**src/hw/rtl/pcsp_pkg.sv**
```systemverilog
`timescale 1ns / 1ps
// Shared types and constants of the PNG chunk stream parser.
// No dependencies; compile first.
package pcsp_pkg;

   // Parser phases; the unused codes behave like a stopped parser.
   typedef enum logic [3:0] {
      PH_SIG    = 4'd0,
      PH_LEN    = 4'd1,
      PH_TYPE   = 4'd2,
      PH_FIELDS = 4'd3,
      PH_SKIP   = 4'd4,
      PH_ENDCRC = 4'd5,
      PH_DONE   = 4'd6,
      PH_ERROR  = 4'd7
   } phase_type;

   typedef logic [2:0] event_code_type;
   typedef logic [2:0] chunk_kind_type;

   localparam event_code_type EV_SIG_OK = 3'd0;
   localparam event_code_type EV_SIG_BAD = 3'd1;
   localparam event_code_type EV_CHUNK_HEADER = 3'd2;
   localparam event_code_type EV_IMAGE_HEADER = 3'd3;
   localparam event_code_type EV_END = 3'd4;

   localparam chunk_kind_type KIND_IHDR = 3'd0;
   localparam chunk_kind_type KIND_PLTE = 3'd1;
   localparam chunk_kind_type KIND_IDAT = 3'd2;
   localparam chunk_kind_type KIND_IEND = 3'd3;
   localparam chunk_kind_type KIND_OTHER = 3'd4;

   localparam logic [31:0] TYPE_IHDR = 32'h4948_4452;
   localparam logic [31:0] TYPE_PLTE = 32'h504C_5445;
   localparam logic [31:0] TYPE_IDAT = 32'h4944_4154;
   localparam logic [31:0] TYPE_IEND = 32'h4945_4E44;

   localparam int unsigned SIG_BYTES = 8;
   localparam int unsigned WORD_BYTES = 4;
   localparam int unsigned IHDR_BYTES = 13;
   localparam int unsigned CRC_BYTES = 4;

   // PNG file signature, one byte per position.
   function automatic logic [7:0] sig_byte(input logic [2:0] idx);
      logic [7:0] val;
      case (idx)
         3'd0: val = 8'd137;
         3'd1: val = 8'd80;
         3'd2: val = 8'd78;
         3'd3: val = 8'd71;
         3'd4: val = 8'd13;
         3'd5: val = 8'd10;
         3'd6: val = 8'd26;
         3'd7: val = 8'd10;
         default: val = 8'd0;
      endcase
      return val;
   endfunction

   function automatic chunk_kind_type kind_of(input logic [31:0] code);
      chunk_kind_type kind;
      if (code == TYPE_IHDR) begin
         kind = KIND_IHDR;
      end else if (code == TYPE_PLTE) begin
         kind = KIND_PLTE;
      end else if (code == TYPE_IDAT) begin
         kind = KIND_IDAT;
      end else if (code == TYPE_IEND) begin
         kind = KIND_IEND;
      end else begin
         kind = KIND_OTHER;
      end
      return kind;
   endfunction

endpackage

```
**src/hw/rtl/pcsp_if.sv**
```systemverilog
`timescale 1ns / 1ps
// Valid/ready channel interfaces of the PNG chunk stream parser.
// Depends on pcsp_pkg for the event and kind code types.

interface pcsp_req_if;
   logic       valid;
   logic       ready;
   logic [7:0] data_byte;

   modport source (output valid, output data_byte, input ready);
   modport sink (input valid, input data_byte, output ready);
endinterface

interface pcsp_rsp_if;
   logic                      valid;
   logic                      ready;
   pcsp_pkg::event_code_type  event_code;
   pcsp_pkg::chunk_kind_type  chunk_kind;
   logic [31:0]               chunk_length;
   logic [31:0]               chunk_type_code;
   logic [30:0]               palette_entries;
   logic [31:0]               image_width;
   logic [31:0]               image_height;
   logic [7:0]                pixel_depth;
   logic [7:0]                colour_mode;
   logic [7:0]                compression_method;
   logic [7:0]                filter_method;
   logic [7:0]                interlace_method;

   modport source (
      output valid, output event_code, output chunk_kind, output chunk_length,
      output chunk_type_code, output palette_entries, output image_width,
      output image_height, output pixel_depth, output colour_mode,
      output compression_method, output filter_method, output interlace_method,
      input ready
   );
   modport sink (
      input valid, input event_code, input chunk_kind, input chunk_length,
      input chunk_type_code, input palette_entries, input image_width,
      input image_height, input pixel_depth, input colour_mode,
      input compression_method, input filter_method, input interlace_method,
      output ready
   );
endinterface

```
**src/hw/rtl/png_chunk_stream_parser.sv**
```systemverilog
`timescale 1ns / 1ps
// PNG chunk stream parser, top level.
// Depends on pcsp_pkg and the channel interfaces in pcsp_if.sv.
//
// Usage:
//   req  carries the PNG file one byte per request (data_byte).
//   rsp  carries parser events: signature ok or bad, chunk header (kind,
//        length, type, palette count for PLTE), the IHDR fields, and end.
//   Every byte passes through one level of logic against the parser state
//   and, if it completes an event, lands in the output register. An event
//   is therefore visible on rsp in the cycle after the request that caused it.
//   Throughput is one byte per cycle; it is limited only by the single
//   output register, which req may refill in the cycle it is drained.
//   The palette count (length / 3) is built a byte at a time as the length
//   arrives, by a radix-256 long division with a two-bit remainder.
//   A stalled receiver holds the output register; req.ready then drops
//   until the pending event is taken, so no event is lost or duplicated.
//   Bytes that cause no event are still only accepted while the output
//   register is free or being drained.
//   Synchronous reset returns to the signature phase with an empty output.
//   After the end event or a bad signature all further bytes are accepted
//   and dropped.

module png_chunk_stream_parser (
   input  logic          clock,
   input  logic          reset,
   pcsp_req_if.sink      req,
   pcsp_rsp_if.source    rsp
);

   // Parser state
   pcsp_pkg::phase_type phase_ff, phase_in;
   logic [3:0]   pos_ff, pos_in;
   logic         sig_match_ff, sig_match_in;
   logic [31:0]  len_ff, len_in;
   logic [31:0]  type_ff, type_in;
   logic [32:0]  skip_ff, skip_in;
   logic [103:0] hdr_ff, hdr_in;
   logic [30:0]  quot_ff, quot_in;
   logic [1:0]   rem_ff, rem_in;

   // Output register
   logic         rsp_valid_ff;
   pcsp_pkg::event_code_type ev_ff, ev_in;
   pcsp_pkg::chunk_kind_type kind_ff, kind_in;
   logic [31:0]  olen_ff, olen_in;
   logic [31:0]  otype_ff, otype_in;
   logic [30:0]  opal_ff, opal_in;
   logic [103:0] ohdr_ff, ohdr_in;
   logic         emit;

   logic         accept;
   logic [7:0]   b;
   logic [3:0]   pos_inc;
   logic [31:0]  type_shift;
   logic [103:0] hdr_shift;
   pcsp_pkg::chunk_kind_type kind_now;
   logic [1:0]   rem_base;
   logic [9:0]   div_val;
   logic [19:0]  div_prod;
   logic [7:0]   div_digit;
   logic [9:0]   div_back;

   // Take a byte whenever the output register is free or being drained.
   assign req.ready = !rsp_valid_ff || rsp.ready;
   assign accept = req.valid && req.ready;
   assign b = req.data_byte;

   assign pos_inc = pos_ff + 4'd1;
   assign type_shift = {type_ff[23:0], b};
   assign hdr_shift = {hdr_ff[95:0], b};
   assign kind_now = pcsp_pkg::kind_of(type_shift);

   // One long-division digit by three: value below 768, so x*683 >> 11 is exact.
   assign rem_base = (pos_ff == 4'd0) ? 2'd0 : rem_ff;
   assign div_val = {rem_base, b};
   assign div_prod = {10'd0, div_val} * 20'd683;
   assign div_digit = div_prod[18:11];
   assign div_back = div_val - ({2'd0, div_digit} + {1'b0, div_digit, 1'b0});

   always_comb begin
      phase_in = phase_ff;
      pos_in = pos_ff;
      sig_match_in = sig_match_ff;
      len_in = len_ff;
      type_in = type_ff;
      skip_in = skip_ff;
      hdr_in = hdr_ff;
      quot_in = quot_ff;
      rem_in = rem_ff;
      emit = 1'b0;
      ev_in = pcsp_pkg::EV_SIG_OK;
      kind_in = pcsp_pkg::KIND_IHDR;
      olen_in = 32'd0;
      otype_in = 32'd0;
      opal_in = 31'd0;
      ohdr_in = 104'd0;

      unique case (phase_ff)
         pcsp_pkg::PH_SIG: begin
            sig_match_in = sig_match_ff && (b == pcsp_pkg::sig_byte(pos_ff[2:0]));
            pos_in = pos_inc;
            if (pos_inc == 4'(pcsp_pkg::SIG_BYTES)) begin
               pos_in = 4'd0;
               emit = 1'b1;
               ev_in = sig_match_in ? pcsp_pkg::EV_SIG_OK : pcsp_pkg::EV_SIG_BAD;
               phase_in = sig_match_in ? pcsp_pkg::PH_LEN : pcsp_pkg::PH_ERROR;
            end
         end
         pcsp_pkg::PH_LEN: begin
            len_in = {len_ff[23:0], b};
            quot_in = {quot_ff[22:0], div_digit};
            rem_in = div_back[1:0];
            pos_in = pos_inc;
            if (pos_inc == 4'(pcsp_pkg::WORD_BYTES)) begin
               pos_in = 4'd0;
               phase_in = pcsp_pkg::PH_TYPE;
            end
         end
         pcsp_pkg::PH_TYPE: begin
            type_in = type_shift;
            pos_in = pos_inc;
            if (pos_inc == 4'(pcsp_pkg::WORD_BYTES)) begin
               pos_in = 4'd0;
               emit = 1'b1;
               ev_in = pcsp_pkg::EV_CHUNK_HEADER;
               kind_in = kind_now;
               olen_in = len_ff;
               otype_in = type_shift;
               opal_in = (kind_now == pcsp_pkg::KIND_PLTE) ? quot_ff : 31'd0;
               if (kind_now == pcsp_pkg::KIND_IHDR) begin
                  phase_in = pcsp_pkg::PH_FIELDS;
               end else if (kind_now == pcsp_pkg::KIND_IEND) begin
                  phase_in = pcsp_pkg::PH_ENDCRC;
               end else begin
                  skip_in = {1'b0, len_ff} + 33'(pcsp_pkg::CRC_BYTES);
                  phase_in = pcsp_pkg::PH_SKIP;
               end
            end
         end
         pcsp_pkg::PH_FIELDS: begin
            hdr_in = hdr_shift;
            pos_in = pos_inc;
            if (pos_inc == 4'(pcsp_pkg::IHDR_BYTES)) begin
               pos_in = 4'd0;
               emit = 1'b1;
               ev_in = pcsp_pkg::EV_IMAGE_HEADER;
               kind_in = pcsp_pkg::KIND_IHDR;
               olen_in = len_ff;
               otype_in = type_ff;
               ohdr_in = hdr_shift;
               skip_in = 33'(pcsp_pkg::CRC_BYTES);
               phase_in = pcsp_pkg::PH_SKIP;
            end
         end
         pcsp_pkg::PH_SKIP: begin
            if (skip_ff != 33'd0) begin
               skip_in = skip_ff - 33'd1;
            end
            if (skip_in == 33'd0) begin
               len_in = 32'd0;
               type_in = 32'd0;
               phase_in = pcsp_pkg::PH_LEN;
            end
         end
         pcsp_pkg::PH_ENDCRC: begin
            pos_in = pos_inc;
            if (pos_inc == 4'(pcsp_pkg::CRC_BYTES)) begin
               pos_in = 4'd0;
               emit = 1'b1;
               ev_in = pcsp_pkg::EV_END;
               kind_in = pcsp_pkg::KIND_IEND;
               olen_in = len_ff;
               otype_in = type_ff;
               phase_in = pcsp_pkg::PH_DONE;
            end
         end
         default: begin
            // stopped: drop the byte
         end
      endcase
   end

   // Parser state advances only on an accepted request.
   always_ff @(posedge clock) begin
      if (reset) begin
         phase_ff <= pcsp_pkg::PH_SIG;
         pos_ff <= 4'd0;
         sig_match_ff <= 1'b1;
         len_ff <= 32'd0;
         type_ff <= 32'd0;
         skip_ff <= 33'd0;
         hdr_ff <= 104'd0;
         quot_ff <= 31'd0;
         rem_ff <= 2'd0;
      end else if (accept) begin
         phase_ff <= phase_in;
         pos_ff <= pos_in;
         sig_match_ff <= sig_match_in;
         len_ff <= len_in;
         type_ff <= type_in;
         skip_ff <= skip_in;
         hdr_ff <= hdr_in;
         quot_ff <= quot_in;
         rem_ff <= rem_in;
      end
   end

   // Output register: load a new event, else drop the old one once taken.
   always_ff @(posedge clock) begin
      if (reset) begin
         rsp_valid_ff <= 1'b0;
      end else if (accept && emit) begin
         rsp_valid_ff <= 1'b1;
      end else if (rsp.ready) begin
         rsp_valid_ff <= 1'b0;
      end
   end

   always_ff @(posedge clock) begin
      if (accept && emit) begin
         ev_ff <= ev_in;
         kind_ff <= kind_in;
         olen_ff <= olen_in;
         otype_ff <= otype_in;
         opal_ff <= opal_in;
         ohdr_ff <= ohdr_in;
      end
   end

   assign rsp.valid = rsp_valid_ff;
   assign rsp.event_code = ev_ff;
   assign rsp.chunk_kind = kind_ff;
   assign rsp.chunk_length = olen_ff;
   assign rsp.chunk_type_code = otype_ff;
   assign rsp.palette_entries = opal_ff;
   assign rsp.image_width = ohdr_ff[103:72];
   assign rsp.image_height = ohdr_ff[71:40];
   assign rsp.pixel_depth = ohdr_ff[39:32];
   assign rsp.colour_mode = ohdr_ff[31:24];
   assign rsp.compression_method = ohdr_ff[23:16];
   assign rsp.filter_method = ohdr_ff[15:8];
   assign rsp.interlace_method = ohdr_ff[7:0];

endmodule
```
**src/flat_wrapper.sv**
```systemverilog
// flat-port wrapper written by rule: the top's interface ports become plain ports
module png_chunk_stream_parser_flat 
  (clock, reset, req_valid, req_data_byte, req_ready, rsp_valid, rsp_event_code, rsp_chunk_kind, rsp_chunk_length, rsp_chunk_type_code, rsp_palette_entries, rsp_image_width, rsp_image_height, rsp_pixel_depth, rsp_colour_mode, rsp_compression_method, rsp_filter_method, rsp_interlace_method, rsp_ready);
  pcsp_req_if req_i ();
  pcsp_rsp_if rsp_i ();
  input  logic clock;
  input  logic reset;
  input wire logic [$bits(req_i.valid)-1:0] req_valid;
  input wire logic [$bits(req_i.data_byte)-1:0] req_data_byte;
  output wire logic [$bits(req_i.ready)-1:0] req_ready;
  output wire logic [$bits(rsp_i.valid)-1:0] rsp_valid;
  output wire logic [$bits(rsp_i.event_code)-1:0] rsp_event_code;
  output wire logic [$bits(rsp_i.chunk_kind)-1:0] rsp_chunk_kind;
  output wire logic [$bits(rsp_i.chunk_length)-1:0] rsp_chunk_length;
  output wire logic [$bits(rsp_i.chunk_type_code)-1:0] rsp_chunk_type_code;
  output wire logic [$bits(rsp_i.palette_entries)-1:0] rsp_palette_entries;
  output wire logic [$bits(rsp_i.image_width)-1:0] rsp_image_width;
  output wire logic [$bits(rsp_i.image_height)-1:0] rsp_image_height;
  output wire logic [$bits(rsp_i.pixel_depth)-1:0] rsp_pixel_depth;
  output wire logic [$bits(rsp_i.colour_mode)-1:0] rsp_colour_mode;
  output wire logic [$bits(rsp_i.compression_method)-1:0] rsp_compression_method;
  output wire logic [$bits(rsp_i.filter_method)-1:0] rsp_filter_method;
  output wire logic [$bits(rsp_i.interlace_method)-1:0] rsp_interlace_method;
  input wire logic [$bits(rsp_i.ready)-1:0] rsp_ready;
  assign req_i.valid = req_valid;
  assign req_i.data_byte = req_data_byte;
  assign req_ready = req_i.ready;
  assign rsp_valid = rsp_i.valid;
  assign rsp_event_code = rsp_i.event_code;
  assign rsp_chunk_kind = rsp_i.chunk_kind;
  assign rsp_chunk_length = rsp_i.chunk_length;
  assign rsp_chunk_type_code = rsp_i.chunk_type_code;
  assign rsp_palette_entries = rsp_i.palette_entries;
  assign rsp_image_width = rsp_i.image_width;
  assign rsp_image_height = rsp_i.image_height;
  assign rsp_pixel_depth = rsp_i.pixel_depth;
  assign rsp_colour_mode = rsp_i.colour_mode;
  assign rsp_compression_method = rsp_i.compression_method;
  assign rsp_filter_method = rsp_i.filter_method;
  assign rsp_interlace_method = rsp_i.interlace_method;
  assign rsp_i.ready = rsp_ready;
  png_chunk_stream_parser u_core (.clock(clock), .reset(reset), .req(req_i), .rsp(rsp_i));
endmodule
```
**config.mk**
```make
export PLATFORM = sky130hd
export DESIGN_NAME = png_chunk_stream_parser_flat
export DESIGN_NICKNAME = d
export VERILOG_FILES = /design/src/hw/rtl/pcsp_pkg.sv /design/src/hw/rtl/pcsp_if.sv /design/src/hw/rtl/png_chunk_stream_parser.sv /design/src/flat_wrapper.sv
export SDC_FILE = /design/constraint.sdc
export NUM_CORES = 1
export LEC_CHECK = 0
export ABC_AREA = 1
export CAP_MARGIN = 0
export CORE_ASPECT_RATIO = 0.9
export CORE_MARGIN = 2
export CORE_UTILIZATION = 60
export CTS_CLUSTER_SIZE = 12
export DETAILED_ROUTE_END_ITERATION = 10
export DONT_BUFFER_PORTS = 1
export PLACE_DENSITY_LB_ADDON = 0.12
export SETUP_SLACK_MARGIN = 0.02
export SYNTH_ARGS = -nofsm -noshare
export SYNTH_HDL_FRONTEND = slang
export SYNTH_SLANG_ARGS = --single-unit
```
**constraint.sdc**
```tcl
create_clock -name clock -period 9 [get_ports clock]
set_clock_uncertainty 0.2 [all_clocks]
set_input_delay 1.35 -clock clock [delete_from_list [all_inputs] [get_ports clock]]
set_output_delay 1.35 -clock clock [all_outputs]
set_load 0.02 [all_outputs]
```
==> reports/results.txt <==
Post-Synth XOR/XNOR Area: 1.88%
Max Cap Violations: 0
post-synthesis mux area share: 0%
io pins: 219
syn nets: 2469
CP max-delay cell: fa_1
IO buf count: 0
family with the most delay on the worst path: adder cells
setup ws final: 3.09 ns
first-pass GRT wire length: 78500 µm
#FFs+latches synth: 447
# DRC: 0
Slew headroom: 19.9%
largest net degree at the start of global routing: 141
fill cell total of the finished layout: 2880
Reg power frac: 35.3%
Die W: 199 µm
Crit path buffers/inverters: 4
Synth Area in Compound Gates: 12.9%
vias in the first global route: 14.5k
syn avg cell area: 8.66 µm²
Slew Viols, Final: 0
Async SR Flop Fraction: 0%
Max Buffers Root-to-Sink: 3
max incr delay on CP: 0.54 ns
sequential fraction of the synthesis area: 53.7%
crit path max fanout: 4
fin crit share: 65.6%
Clk pwr share: 27.5%
HPWL Detailed: 34500 µm
main combinational cell family by area after synthesis: simple AND/OR/NAND/NOR gates
Pint: 3.97 mW
Finished Layout Cells: 2815
Post-CTS Hold Buffers: 0
Inserted Diodes: 0
Hold WC Path Type: flip-flop to flip-flop
layout cells sized above 1: 3.95%
top_reg_cell synth: dfxtp_1
Post-CTS Setup Bufs: 0
Routed WL: 50500 µm
Period minus WS final: 5.91 ns
Fin Setup TNS: 0 ns
Synth Area in Simple Gates: 16.8%
fmax: 0.169 GHz
total number of vias: 15.7k
Finished Core Util: 65.5%
CTS Root Cell: clkbuf_16
# setup viols final: 0
CTS Sinks: 447
most used cell, CP: ha_1
CTS clk-pin slew, worst paths: 0.06 ns
ANT nets after route: 0
WP data required: 9.30 ns
crit path kind: flip-flop to flip-flop
Synth Instances: 2366
RSZ-0062 raised after global routing: no
DRT iter0 DRCs: 1268
Worst setup SP type: flip-flop
status: completed
Vias/cell: 5.57
Core ar.: 33800 µm²
# rows: 64
CTS tree: done
Max IR drop VDD: 213 µV
die footprint: 35700 µm²
H-tree depth: 2
Sw Pwr: 2.52 mW
Worst-Skew Late Latency: 0.58 ns
Fin. Hold Viols: 0
CP Capture Type: flip-flop
worst-margin pin slew: 1.20 ns
P per Cell Area: 293 nW/µm²
total CTS buffers: 46
global route overflow: 0
warnings from Yosys: 0
GRT Overall Usage: 28.0%
Combinational Power Share: 37.2%
PostCTS Resize Cnt: 0
Crit path arrival time: 6.21 ns
Post-synth EDFFs: 205
Post-Synth Adder-Cell Area: 6.32%
Layout area overhead: 7.96%
initial antenna violation count: 0
placed cells: 2729
fin nets: 2418
DR WL/cell: 18.0 µm
global placement routability congestion: 0.922
drt pass-1 iters: 7
Lkg Pwr: 8.55 nW
Synth cell types: 41
sw frac: 38.8%
Die H: 179 µm
Setup WS pre-CTS: 2.69 ns
Initial Util: 60.7%
Mapped Area: 20500 µm²
==> metrics by stage <==
step | hold slack (ns) | instance area [µm²] | total power, mW
6_report | 0.258 | 22100 | 6.49
5_1_grt | 0.273 | 22100 | 6.94
4_1_cts | 0.256 | 22100 | 6.50
3_5_place_dp | 0.246 | 20700 | 4.71
3_3_place_gp | 0.242 | 20700 | 4.69
2_1_floorplan | 0.230 | 20500 | 4.16
==> worst reg2reg max path: stages, from the launching register on <==
cell,delay [ns]
dfxtp_1,0.33
inv_1,0.11
ha_1,0.19
nand3_1,0.13
nand2_1,0.22
inv_1,0.12
ha_1,0.31
ha_1,0.35
fa_1,0.48
fa_1,0.54
inv_1,0.05
fa_1,0.50
inv_1,0.04
ha_1,0.31
nand2_1,0.12
o21ai_0,0.09
a21o_1,0.20
or2_2,0.29
nand2_1,0.11
ha_1,0.26
ha_1,0.18
nor2_1,0.11
xor2_1,0.19
nand3_1,0.11
nand3_1,0.10
o211ai_1,0.09
nor2_1,0.11
==> final timing paths <==
check / startpoint / to / cells past startpoint / slack [ns]
max: u_core.pos_ff[0]$_SDFFE_PP0P_ / u_core.rem_ff[1]$_SDFFE_PP0P_ / 26 / 3.09
min: u_core.type_ff[27]$_SDFFE_PP0P_ / u_core.type_ff[27]$_SDFFE_PP0P_ / 2 / 0.26
max reg2reg: u_core.pos_ff[0]$_SDFFE_PP0P_ / u_core.rem_ff[1]$_SDFFE_PP0P_ / 26 / 3.09
min reg2reg: u_core.type_ff[27]$_SDFFE_PP0P_ / u_core.type_ff[27]$_SDFFE_PP0P_ / 2 / 0.26
==> layout make-up <==
cell class                      count  area (µm²)  share of cell area, %
Clock inverter                     14         135                  0.611
Clock buffer                       72        1270                   5.75
Inverter                          335        1270                   5.73
Tap cell                          462         578                   2.61
Sequential cell                   447       11000                   49.7
Multi-Input combinational cell   1472        7780                   35.2
Timing Repair Buffer               13        97.6                  0.441
==> layer usage <==
layer,global-route usage [%],wire (µm),vias to the layer above
met5,0,0,-
met4,6.19,790,0
met3,4.92,3250,56
met2,44.4,23100,496
met1,40.3,23400,7445
li1,-,-,7691
==> cell usage in the layout, fill, tap and decap left out, types with 24 or more instances in the layout <==
cell type,Yosys,routed
clkbuf_16,0,47
o21ai_0,195,195
nor2_1,309,307
clkbuf_1,93,24
ha_1,70,70
nand2_1,350,348
edfxtp_1,205,205
dfxtp_1,242,242
inv_1,331,329
nand3_1,99,99
nand4_1,25,25
xor2_1,30,30
o22ai_1,32,32
a21oi_1,240,240
==> cells by family (layout without fill, tap and decap cells) <==
family | Yosys count | after routing
adder cells (fa/ha/maj) | 91 | 91
AND/OR/NAND/NOR | 834 | 834
XOR/XNOR | 44 | 44
flip-flops | 447 | 447
buffers and inverters | 447 | 434
AO/OA/AOI/OAI | 503 | 503
==> flip-flops by register name, indices dropped and copies added (netlist names), 3 cells and up, named ones only <==
signal,flops
u_core.rsp.palette_entries,31
u_core.ohdr_ff,104
u_core.skip_ff,33
u_core.rsp.chunk_length,32
u_core.rsp.event_code,3
u_core.len_ff,32
u_core.rsp.chunk_kind,3
u_core.quot_ff,31
u_core.phase_ff,3
u_core.hdr_ff,96
u_core.rsp.chunk_type_code,32
u_core.type_ff,32
u_core.pos_ff,4
==> power by group through the flow <==
stage	combinational [mW]	clock, mW	sequential (mW)
after floorplan	1.86	0	2.30
after global placement	2.35	0	2.33
after detailed placement	2.37	0	2.33
after CTS	2.39	1.81	2.29
after global routing	2.74	1.89	2.30
final	2.41	1.79	2.29
==> synth_stat cells, types with 7 or more instances <==
cell type	number	share of area (%)
a21oi_1	240	5.9
a31oi_1	15	0.46
buf_6	7	0.38
clkbuf_1	93	1.7
dfxtp_1	242	24
edfxtp_1	205	30
fa_1	21	2.1
ha_1	70	4.3
inv_1	331	6.1
nand2_1	350	6.4
nand3_1	99	2.4
nand4_1	25	0.76
nor2_1	309	5.7
nor3_1	20	0.49
nor4_1	13	0.40
o21ai_0	195	4.8
o22ai_1	32	0.98
xnor2_1	14	0.60
xor2_1	30	1.3
No activity file was read; power rests on OpenSTA's default activity.
